**config.mk**
```make
export PLATFORM = sky130hd
export DESIGN_NAME = matrix_keypad_scanner_core
export DESIGN_NICKNAME = d
export VERILOG_FILES = /design/src/design/mks_pkg.sv /design/src/design/mks_step.sv /design/src/design/matrix_keypad_scanner_core.sv
export VERILOG_INCLUDE_DIRS = /design/src /design/src/design
export SDC_FILE = /design/constraint.sdc
export NUM_CORES = 1
export LEC_CHECK = 0
export ABC_AREA = 1
export BUFFER_PORTS_ARGS = -buffer_cell sky130_fd_sc_hd__clkbuf_2
export CORE_UTILIZATION = 36
export DETAILED_ROUTE_END_ITERATION = 6
export SLEW_MARGIN = 5
export SYNTH_ARGS = -nofsm -noshare
export SYNTH_HDL_FRONTEND = slang
export SYNTH_SLANG_ARGS = --single-unit
```
**constraint.sdc**
```tcl
create_clock -name clk -period 5 [get_ports clk]
set_input_delay 1 -clock clk [delete_from_list [all_inputs] [get_ports clk]]
set_output_delay 1 -clock clk [all_outputs]
set_load 0.01 [all_outputs]
```
**src/design/matrix_keypad_scanner_core_macros.svh**
```systemverilog
// ----------------------------------------------------------------------------
// Keypad scanner assertion macros
// Concurrent checks sampled on clk, disabled while rst_n is low.
// ----------------------------------------------------------------------------
`ifndef MATRIX_KEYPAD_SCANNER_CORE_MACROS_SVH
`define MATRIX_KEYPAD_SCANNER_CORE_MACROS_SVH

`ifndef ASSERT_OFF

`define ASSERT_NOW(lbl, ante, cons) \
    lbl: assert property (@(posedge clk) disable iff (!rst_n) (ante) |-> (cons)) \
        else $error("keypad scanner check failed");

`define ASSERT_NEXT(lbl, ante, cons) \
    lbl: assert property (@(posedge clk) disable iff (!rst_n) (ante) |=> (cons)) \
        else $error("keypad scanner check failed");

`else

`define ASSERT_NOW(lbl, ante, cons)
`define ASSERT_NEXT(lbl, ante, cons)

`endif

`endif

```
**src/design/mks_pkg.sv**
```systemverilog
`timescale 1ns / 1ps
// ----------------------------------------------------------------------------
// mks_pkg
// Types, register codes and key tables shared by the keypad scanner.
// ----------------------------------------------------------------------------
package mks_pkg;

    localparam int CFG_INDEX_W = 2;
    localparam int COUNT_W     = 16;

    localparam logic [CFG_INDEX_W-1:0] CFG_DEBOUNCE = 2'd0;
    localparam logic [CFG_INDEX_W-1:0] CFG_HOLDOFF  = 2'd1;

    localparam logic [COUNT_W-1:0] DEBOUNCE_RESET = 16'd5;
    localparam logic [COUNT_W-1:0] HOLDOFF_RESET  = 16'd200;

    localparam logic [6:0] NO_KEY_CHAR = 7'h21;
    localparam logic [3:0] ROWS_IDLE   = 4'hF;

    typedef enum logic [1:0] {
        PH_SCAN,
        PH_DEBOUNCE,
        PH_RELEASE,
        PH_HOLDOFF
    } phase_t;

    typedef struct packed {
        phase_t               phase;
        logic [1:0]           column;
        logic [1:0]           row;
        logic [COUNT_W-1:0]   count;
    } scan_state_t;

    typedef struct packed {
        logic [2:0] drive;
        logic       valid;
        logic [6:0] chr;
    } key_result_t;

    function automatic logic [1:0] next_col(input logic [1:0] col);
        logic [1:0] n;
        n = (col >= 2'd2) ? 2'd0 : col + 2'd1;
        return n;
    endfunction

    function automatic logic [2:0] col_drive(input logic [1:0] col);
        logic [2:0] d;
        case (col)
            2'd0:    d = 3'b110;
            2'd1:    d = 3'b101;
            2'd2:    d = 3'b011;
            default: d = 3'b111;
        endcase
        return d;
    endfunction

    // index is {column, row}
    function automatic logic [6:0] key_ascii(input logic [1:0] col, input logic [1:0] row);
        logic [6:0] c;
        case ({col, row})
            4'd0:    c = 7'h2A; // *
            4'd1:    c = 7'h37; // 7
            4'd2:    c = 7'h34; // 4
            4'd3:    c = 7'h31; // 1
            4'd4:    c = 7'h30; // 0
            4'd5:    c = 7'h38; // 8
            4'd6:    c = 7'h35; // 5
            4'd7:    c = 7'h32; // 2
            4'd8:    c = 7'h23; // #
            4'd9:    c = 7'h39; // 9
            4'd10:   c = 7'h36; // 6
            4'd11:   c = 7'h33; // 3
            default: c = NO_KEY_CHAR;
        endcase
        return c;
    endfunction

endpackage

```
**src/design/mks_step.sv**
```systemverilog
`timescale 1ns / 1ps
// ----------------------------------------------------------------------------
// mks_step
// Per-tick next-state and result logic of the keypad scan sequencer.
// ----------------------------------------------------------------------------
module mks_step (
    input  mks_pkg::scan_state_t             state_cur,
    input  logic [3:0]                       rows,
    input  logic [mks_pkg::COUNT_W-1:0]      debounce_ticks,
    input  logic [mks_pkg::COUNT_W-1:0]      holdoff_ticks,
    output mks_pkg::scan_state_t             state_next,
    output mks_pkg::key_result_t             result
);

    logic [1:0] low_row;
    logic       row_low;
    logic       count_zero;

    always_comb
    begin
        if (!rows[0])
            low_row = 2'd0;
        else if (!rows[1])
            low_row = 2'd1;
        else if (!rows[2])
            low_row = 2'd2;
        else
            low_row = 2'd3;
    end

    assign row_low    = !rows[state_cur.row];
    assign count_zero = (state_cur.count == '0);

    always_comb
    begin
        state_next   = state_cur;
        result.valid = 1'b0;
        result.chr   = mks_pkg::NO_KEY_CHAR;
        case (state_cur.phase)
            mks_pkg::PH_SCAN:
            begin
                if (rows == mks_pkg::ROWS_IDLE)
                begin
                    state_next.column = mks_pkg::next_col(state_cur.column);
                end
                else
                begin
                    state_next.row   = low_row;
                    state_next.count = debounce_ticks;
                    state_next.phase = mks_pkg::PH_DEBOUNCE;
                end
            end
            mks_pkg::PH_DEBOUNCE:
            begin
                if (!count_zero)
                begin
                    state_next.count = state_cur.count - 1'b1;
                end
                else if (row_low)
                begin
                    result.valid     = 1'b1;
                    result.chr       = mks_pkg::key_ascii(state_cur.column, state_cur.row);
                    state_next.phase = mks_pkg::PH_RELEASE;
                end
                else
                begin
                    state_next.phase  = mks_pkg::PH_SCAN;
                    state_next.column = mks_pkg::next_col(state_cur.column);
                end
            end
            mks_pkg::PH_RELEASE:
            begin
                if (rows == mks_pkg::ROWS_IDLE)
                begin
                    state_next.count = holdoff_ticks;
                    state_next.phase = mks_pkg::PH_HOLDOFF;
                end
            end
            default:
            begin
                if (!count_zero)
                begin
                    state_next.count = state_cur.count - 1'b1;
                end
                else
                begin
                    state_next.phase  = mks_pkg::PH_SCAN;
                    state_next.column = mks_pkg::next_col(state_cur.column);
                end
            end
        endcase
        result.drive = mks_pkg::col_drive(state_next.column);
    end

endmodule

```
**src/design/matrix_keypad_scanner_core.sv**
```systemverilog
`timescale 1ns / 1ps
// ----------------------------------------------------------------------------
// matrix_keypad_scanner_core
// 3x4 keypad scanner: one row sample in, one column/key beat out.
// ----------------------------------------------------------------------------
// Usage:
//   Input channel (in_valid/in_ready, row_levels) carries one tick: the
//   active-low rows sampled while the previously reported column was driven.
//   Output channel (out_valid/out_ready) returns one beat per input beat:
//   column_drive for the next tick, key_valid and key_char ('!' when no key).
//   Config channel (cfg_valid/cfg_ready, cfg_index, cfg_data) writes
//   debounce_ticks (index 0) and holdoff_ticks (index 1); other indexes are
//   dropped. cfg_ready is always high; write only while the block is idle.
//   Each input beat is registered into the single output register after the step
//   logic and shows in the next cycle; one beat per cycle while out_ready is high.
//   A stalled output holds its beat and blocks new input only while full;
//   in_ready is high whenever the output register is empty or being drained.
//   Reset returns to scanning column 0 with debounce 5 and hold-off 200 ticks
//   and empties the output register.
// ----------------------------------------------------------------------------
`include "matrix_keypad_scanner_core_macros.svh"

module matrix_keypad_scanner_core (
    input  logic                             clk,
    input  logic                             rst_n,
    input  logic                             in_valid,
    output logic                             in_ready,
    input  logic [3:0]                       row_levels,
    output logic                             out_valid,
    input  logic                             out_ready,
    output logic [2:0]                       column_drive,
    output logic                             key_valid,
    output logic [6:0]                       key_char,
    input  logic                             cfg_valid,
    output logic                             cfg_ready,
    input  logic [mks_pkg::CFG_INDEX_W-1:0]  cfg_index,
    input  logic [mks_pkg::COUNT_W-1:0]      cfg_data
);

    mks_pkg::scan_state_t            state_reg;
    mks_pkg::scan_state_t            state_next;
    mks_pkg::key_result_t            step_result;
    logic [mks_pkg::COUNT_W-1:0]     debounce_reg;
    logic [mks_pkg::COUNT_W-1:0]     holdoff_reg;
    logic                            out_valid_reg;
    mks_pkg::key_result_t            out_reg;
    logic                            in_beat;

    assign in_ready  = !out_valid_reg || out_ready;
    assign in_beat   = in_valid && in_ready;
    assign cfg_ready = 1'b1;

    mks_step u_step (
        .state_cur      (state_reg),
        .rows           (row_levels),
        .debounce_ticks (debounce_reg),
        .holdoff_ticks  (holdoff_reg),
        .state_next     (state_next),
        .result         (step_result)
    );

    always_ff @(posedge clk or negedge rst_n)
    begin
        if (!rst_n)
        begin
            state_reg.phase  <= mks_pkg::PH_SCAN;
            state_reg.column <= 2'd0;
            state_reg.row    <= 2'd0;
            state_reg.count  <= '0;
        end
        else if (in_beat)
        begin
            state_reg <= state_next;
        end
    end

    always_ff @(posedge clk or negedge rst_n)
    begin
        if (!rst_n)
        begin
            debounce_reg <= mks_pkg::DEBOUNCE_RESET;
            holdoff_reg  <= mks_pkg::HOLDOFF_RESET;
        end
        else if (cfg_valid && cfg_ready)
        begin
            case (cfg_index)
                mks_pkg::CFG_DEBOUNCE: debounce_reg <= cfg_data;
                mks_pkg::CFG_HOLDOFF:  holdoff_reg  <= cfg_data;
                default:               ;
            endcase
        end
    end

    always_ff @(posedge clk or negedge rst_n)
    begin
        if (!rst_n)
            out_valid_reg <= 1'b0;
        else if (in_ready)
            out_valid_reg <= in_valid;
    end

    always_ff @(posedge clk)
    begin
        if (in_beat)
            out_reg <= step_result;
    end

    assign out_valid    = out_valid_reg;
    assign column_drive = out_reg.drive;
    assign key_valid    = out_reg.valid;
    assign key_char     = out_reg.chr;

    `ASSERT_NOW(a_column_range, 1'b1, state_reg.column != 2'd3)
    `ASSERT_NOW(a_ready_when_empty, !out_valid_reg, in_ready)
    `ASSERT_NOW(a_key_has_char, out_valid_reg && key_valid, key_char != mks_pkg::NO_KEY_CHAR)
    `ASSERT_NEXT(a_key_only_from_debounce, in_beat && state_reg.phase != mks_pkg::PH_DEBOUNCE,
                 !key_valid)
    `ASSERT_NEXT(a_report_enters_release, in_beat && step_result.valid,
                 state_reg.phase == mks_pkg::PH_RELEASE)

endmodule

```
==> metrics.md, run 1 <==
| Metric | Value |
|---|---|
| Grt met1 use | `about a fifth` |
| Layout Cells excl Fill | `601` |
| CP max-delay cell | `clkbuf_2` |
| Detail Route Antenna Nets | `0` |
| Cell family with most CP delay | `buffers and inverters` |
| Fill count | `approximately 1000` |
| Logic gate share of total power | `31.2%` |
| Crit Path Max Fanout | `3` |
| First-iteration detailed-routing DRC count | `136` |
| Endpoints failing setup | `0` |
| Most frequent CP cell | `clkbuf_2` |
| Post-CTS sizing | `0` |
| Ports | `41` |
| First drt pass iteration count | `4` |
| Mean area per synthesized cell | `8.15 sq um` |
| Number of flops mapped to enable cells by yosys | `9` |
| GRT met3 Usage | `2.98%` |
| Multi-input logic area | `0.00161 sq mm` |
| CTS Root Cell | `clkbuf_8` |
| Initial Util | `37.7%` |
| Pwr Total | `1.76 mW` |
| Mapped Cells | `around 430` |
| Main flop type after synthesis | `dfrtp_1` |
| Core region area | `0.00937 sq mm` |
| RSZ-0062 raised after global routing | `false` |
| Initial antenna violation count | `0` |
| Share of cells above drive strength 1 | `21.2%` |
| Pre-CTS WS | `2.51 ns` |
| Placer congestion estimate | `~0.8` |
| Largest net degree at the start of global routing | `between 50 and 60` |
| CP endpoint kind | `primary output` |
| Placed Cells | `585` |
| Reg area | `~0.0017 sq mm` |
| Hold/Removal Path Class | `reg2reg` |
| Fin. max-slew vios | `0` |
| Fin Setup TNS | `0 ns` |
| CTS tree | `built` |
| ANT cells | `0` |
| Clock sinks | `64` |
| Horiz. Die Dim | `101 um` |
| Vias in the first global route | `between 2000 and 3000` |
| Critical path buffers and inverters | `3` |
| Fraction of met2 tracks used by global routing | `between 20% and 30%` |
| Die footprint | `0.0102 sq mm` |
| Routed WL | `7.20 mm` |
| GRT busiest layer | `met2` |
| P_int | `~1.1 mW` |
| Crit path cell chain | `clkbuf_2, inv_1, nand2_2, clkbuf_2` |
| WP data required | `roughly 4.0 ns` |
| CP Launch Type | `input pin` |
| Status | `completed` |
| Post-synthesis register bit count | `64` |
| Seq/Total Area, Yosys | `46.7%` |
| Syn. warnings | `0` |
| CTS H-tree lvls | `3` |
| Clk buf depth | `2` |
| Worst-Margin Slew | `1.03 ns` |
| First-pass GRT wire length | `approximately 13 mm` |
| Setup Fix Bufs, Post-CTS | `0` |
| GRT Total Usage | `15.7%` |
| Clock transition at the registers of the reported paths | `0.07 ns` |
| Clk_skew | `about 0.010 ns` |
| Fin crit share | `46.4%` |
| Fin nets | `approximately 500` |
| Vias | `about 2800` |
| Worst path arrival time | `1.32 ns` |
| Power Dens Cells | `443 mW/mm^2` |
| Routed len/inst | `approximately 12 um` |
| Setup slack after layout | `2.68 ns` |
| Leakage | `roughly 1.9 nW` |
| VDD IR max | `0.165 mV` |
| Critical setup path kind | `in2out` |
| Maximum clock frequency | `431 MHz` |
| Slowest Stage Delay on Critical Path | `0.13 ns` |
| Max cap viols | `0` |
| Detailed Place HPWL | `5.03 mm` |
| Die height | `101 um` |
| Number of clock buffers inserted by TritonCTS | `9` |
| Drt drc | `0` |
| Synth cell types | `40` |
| Rel. slew slack | `a little under a third` |
| Clock power frac | `around 25%` |
| Net Sw Frac | `37.8%` |
| Post-synthesis async set-or-reset flop share | `85.9%` |
| Grt total ovfl | `0` |
| Post-synthesis cell area | `about 0.0035 sq mm` |
| Row Count | `35` |
| Worst skew pair latency | `about 0.34 ns` |
| Drt via density | `between 4 and 5` |
| Max reg flops | `22` |
| Area growth syn-to-layout | `12.6%` |
| Sequential power share | `a little over two fifths` |
| Hold_buf cts | `0` |
| Tmin final | `2.32 ns` |
| # port buffers | `37` |
| Endpoints failing hold | `0` |
| Switching pwr | `approximately 0.67 mW` |
[power groups by stage]
stage               Combinational (mW)  Sequential [mW]  Clock, mW
floorplan                        0.457            0.746          0
global placement                 0.544            0.776          0
detailed placement               0.552            0.779          0
CTS                              0.556            0.770      0.455
global route                     0.641            0.788      0.477
finish                           0.551            0.770      0.444
[Yosys cell counts (2+ instances only)]
master | number | share of area (%)
a21oi_1 | 10 | 1.4
o21ai_2 | 4 | 0.99
nor2_2 | 11 | 1.9
buf_4 | 3 | 0.64
nand3_1 | 21 | 3.0
o21ai_1 | 8 | 1.1
nand2_1 | 112 | 12
conb_1 | 2 | 0.21
dfrtp_1 | 50 | 35
o211ai_1 | 2 | 0.42
nand2_4 | 2 | 0.64
xor2_1 | 3 | 0.74
nor3_1 | 4 | 0.57
o21ai_0 | 44 | 6.2
xnor2_1 | 2 | 0.50
inv_1 | 38 | 4.0
nand4_1 | 4 | 0.71
buf_2 | 3 | 0.42
a21oi_2 | 2 | 0.50
inv_2 | 7 | 0.74
nand2_2 | 7 | 1.2
nor2_4 | 6 | 1.9
clkbuf_1 | 8 | 0.85
edfxtp_1 | 9 | 7.6
a22o_1 | 8 | 2.0
ha_1 | 7 | 2.5
buf_6 | 2 | 0.64
a221oi_1 | 2 | 0.50
dfstp_2 | 5 | 3.7
nor2_1 | 38 | 4.0
[kinds of logic (layout without fill, tap and decap cells)]
family / after synthesis / after routing / synth area share, %
simple gates: 210 / 210 / 27.6
compound gates: 83 / 83 / 13.8
flops: 64 / 64 / 46.7
buf+inv: 63 / 100 / 7.92
fa+ha+maj: 7 / 7 / 2.48
xor+xnor: 5 / 5 / 1.24
other cells: 2 / 3 / 0.212
[worst paths after layout]
check / startpoint / endpoint / slack, ns / depth (start not counted)
max: out_ready / in_ready / 2.68 / 4
max reg2reg: state_reg[20] / column_drive[1] / 2.70 / 9
max in group asynchronous: rst_n / holdoff_reg[1] / 3.73 / 2
min reg2reg: holdoff_reg[9] / holdoff_reg[9] / 0.49 / 2
min in group asynchronous: rst_n / debounce_reg[11] / 0.80 / 2
min: holdoff_reg[9] / holdoff_reg[9] / 0.49 / 2
[stage by stage]
stage	area [sq um]	util, %	hold slack (ns)
after global routing	3980	42.5	0.497
after detailed placement	3790	40.4	0.473
after floorplan	3540	-	0.453
final	3980	42.5	0.489
after global placement	3790	40.4	0.467
after CTS	3980	42.5	0.491
[per-layer routing]
metal | vias up | wire, um
li1 | 1463 | -
met1 | 1274 | 3430
met2 | 57 | 3430
met3 | 11 | 215
met4 | 0 | 116
met5 | - | 0
[area by class of cell]
cell class	instances	share of cell area, %
clock buffers	13	3.74
clock inverters	3	1.07
inverters	46	4.40
multi-input cells	308	40.4
flip-flops and latches	64	41.5
well taps	129	4.05
repair buffers	38	4.84
[worst min-delay path, stage by stage (launching register included)]
cell and delay (ns):
dfrtp_1 0.34, nand2_1 0.05, o21ai_0 0.06
[cell usage in the layout, fill, tap and decap left out, types with 5 or more instances in the layout]
cell | synthesis | routed
clkbuf_8 | 0 | 10
nor2_2 | 11 | 11
a22o_1 | 8 | 8
nand2_1 | 112 | 112
dfrtp_1 | 50 | 50
inv_1 | 38 | 38
nand3_1 | 21 | 21
nor2_4 | 6 | 6
dfstp_2 | 5 | 5
inv_2 | 7 | 7
nor2_1 | 38 | 38
ha_1 | 7 | 7
o21ai_0 | 44 | 44
edfxtp_1 | 9 | 9
a21oi_1 | 10 | 10
o21ai_1 | 8 | 8
nand2_2 | 7 | 7
clkbuf_2 | 0 | 37
Power figures use the tool's default switching activity.
==> inputs of run 2 (changes only) <==
==> constraint.sdc (replaced) <==
create_clock -name clk -period 1.9 [get_ports clk]
set_input_delay 0.38 -clock clk [delete_from_list [all_inputs] [get_ports clk]]
set_output_delay 0.38 -clock clk [all_outputs]
set_load 0.01 [all_outputs]
==> run 2 against run 1 <==
Combinational power grew to 2.7 times the previous value. Total power grew to 2.6 times the previous value. Register-to-register slack got worse by 2.6 ns. First-iteration DRC count grew 8.1%. Clock power grew 150%. Critical path depth grew 5. Flip-flop and latch count unchanged. Wire length increased by 4.4%. Non-clock buffer count rose by 10. Cell count rose by 1.7%. Critical endpoint is now column_drive[0]. Clock skew up 0.0055 ns. Sequential power rose to 2.6 times the previous value.
==> metrics.md, run 2 (same netlist as run 1, synthesis figures left out) <==
| Metric | Value |
|---|---|
| First drt pass iteration count | `4` |
| Drt via density | `4.69` |
| Power Dens Cells | `1140 mW/mm^2` |
| GRT Total Usage | `16.0%` |
| Vias in the first global route | `2702` |
| Fin nets | `just over 500` |
| Ports | `41` |
| CTS H-tree lvls | `3` |
| Commonest non-fill, non-tap cell in the layout | `nand2_1` |
| Detailed Place HPWL | `5.34 mm` |
| Row Count | `35` |
| Clock transition at the registers of the reported paths | `0.07 ns` |
| Placer congestion estimate | `roughly 0.87` |
| Worst path arrival time | `1.88 ns` |
| ANT cells | `0` |
| WP data required | `2.00 ns` |
| Clk buf depth | `2` |
| Endpoints failing setup | `0` |
| Leakage | `1.97 nW` |
| Routed len/inst | `12.3 um` |
| CTS Root Cell | `clkbuf_8` |
| Maximum clock frequency | `562 MHz` |
| Core region area | `0.00937 sq mm` |
| First-iteration detailed-routing DRC count | `approximately 150` |
| Share of cells above drive strength 1 | `between 20% and 30%` |
| First-pass GRT wire length | `12.7 mm` |
| Detail Route Antenna Nets | `0` |
| Die height | `about 100 um` |
| CP endpoint kind | `flop` |
| CP Launch Type | `flop` |
| Hold/Removal Path Class | `in2async` |
| Tmin final | `1.78 ns` |
| Crit Path Max Fanout | `6` |
| Number of clock buffers inserted by TritonCTS | `9` |
| Fill count | `961` |
| Drt drc | `0` |
| VDD IR max | `about 0.37 mV` |
| Fin Setup TNS | `0 ns` |
| Endpoints failing hold | `0` |
| Grt total ovfl | `0` |
| # port buffers | `37` |
| Horiz. Die Dim | `101 um` |
| Commonest non-fill, non-tap cells in the layout | `nand2_1, dfrtp_1, o21ai_0` |
| Critical setup path kind | `reg2reg` |
| Crit path cell chain | `inv_1, ha_2, nand2_4, nor2_8, nand4_1, nand3_1, nand3_1, inv_1, nand2_1` |
| CTS tree | `built` |
| Max cap viols | `0` |
| Initial antenna violation count | `0` |
| Initial Util | `37.7%` |
| Pwr Total | `approximately 4.6 mW` |
| Slowest Stage Delay on Critical Path | `0.40 ns` |
| CP max-delay cell | `dfrtp_1` |
| Largest net degree at the start of global routing | `56` |
| Die footprint | `slightly above 0.01 sq mm` |
| Routed WL | `7.51 mm` |
| Area growth syn-to-layout | `14.8%` |
| Fin. max-slew vios | `0` |
| Clock sinks | `64` |
| Status | `completed` |
| Setup Fix Bufs, Post-CTS | `0` |
| Vias | `~2900` |
| Max reg flops | `22` |
| Fin crit share | `93.6%` |
| RSZ-0062 raised after global routing | `false` |
| Clk_skew | `0.0157 ns` |
| Worst skew pair latency | `0.35 ns` |
[run 2: layer usage]
layer  global-route usage, %  vias up  part of all wire [%]
li1                        -     1492                     -
met3                    3.40       10                   2.9
met5                       0        -                     0
met4                    7.25        0                   1.9
met2                    26.4       45                    48
met1                    20.3     1320                    47
[run 2: layout make-up]
cell class                      count  area [sq um]  area share, %
Multi-Input combinational cell    308          1610           39.6
Tap cell                          129           161           3.97
Clock inverter                      5          28.8          0.709
Clock buffer                       11           153           3.76
Timing Repair Buffer               48           280           6.90
Sequential cell                    64          1650           40.7
Inverter                           46           175           4.31
[run 2: critical path, delay by kind of cell (launching register included)]
family | cells | cell delay, ns
flops | 1 | 0.40
simple gates | 6 | 0.69
fa+ha+maj | 1 | 0.24
buf+inv | 2 | 0.21
[run 2: report_power, final]
group | leakage (nW) | switching, mW | internal [mW]
clock | 0.0946 | 0.548 | 0.547
sequential | 0.756 | 0.302 | 1.71
combinational | 1.12 | 0.943 | 0.570
total | 1.97 | 1.79 | 2.83
[run 2: final timing paths]
check	start	end	slack (ns)	cells past startpoint
min	rst_n	debounce_reg[15]	0.03	2
max	state_reg[0]	column_drive[0]	0.12	9
min in group clk	cfg_data[3]	holdoff_reg[3]	0.25	3
max reg2reg	state_reg[0]	column_drive[0]	0.12	9
min reg2reg	debounce_reg[6]	debounce_reg[6]	0.49	2
max in group asynchronous	rst_n	holdoff_reg[6]	1.56	2
[run 2: what timing repair did]
item,in CTS,in global routing
hold buffers,0,0
endpoints found under the setup margin,0,5
endpoints found under the hold margin,0,0
resized for setup,0,2
[run 2: per-stage QoR]
| step | cell area [sq um] | std cells | setup WS [ns] | hold WS (ns) | util (%) |
|---|---|---|---|---|---|
| after floorplan | 3540 | 435 | 0.277 | 0.0844 | - |
| after global placement | 3880 | 595 | 0.192 | 0.411 | 41.4 |
| after detailed placement | 3880 | 595 | 0.122 | 0.411 | 41.4 |
| after CTS | 4060 | 611 | 0.101 | 0.0292 | 43.3 |
| after global routing | 4060 | 611 | 0.0113 | 0.0483 | 43.3 |
| final | 4060 | 611 | 0.122 | 0.0326 | 43.3 |
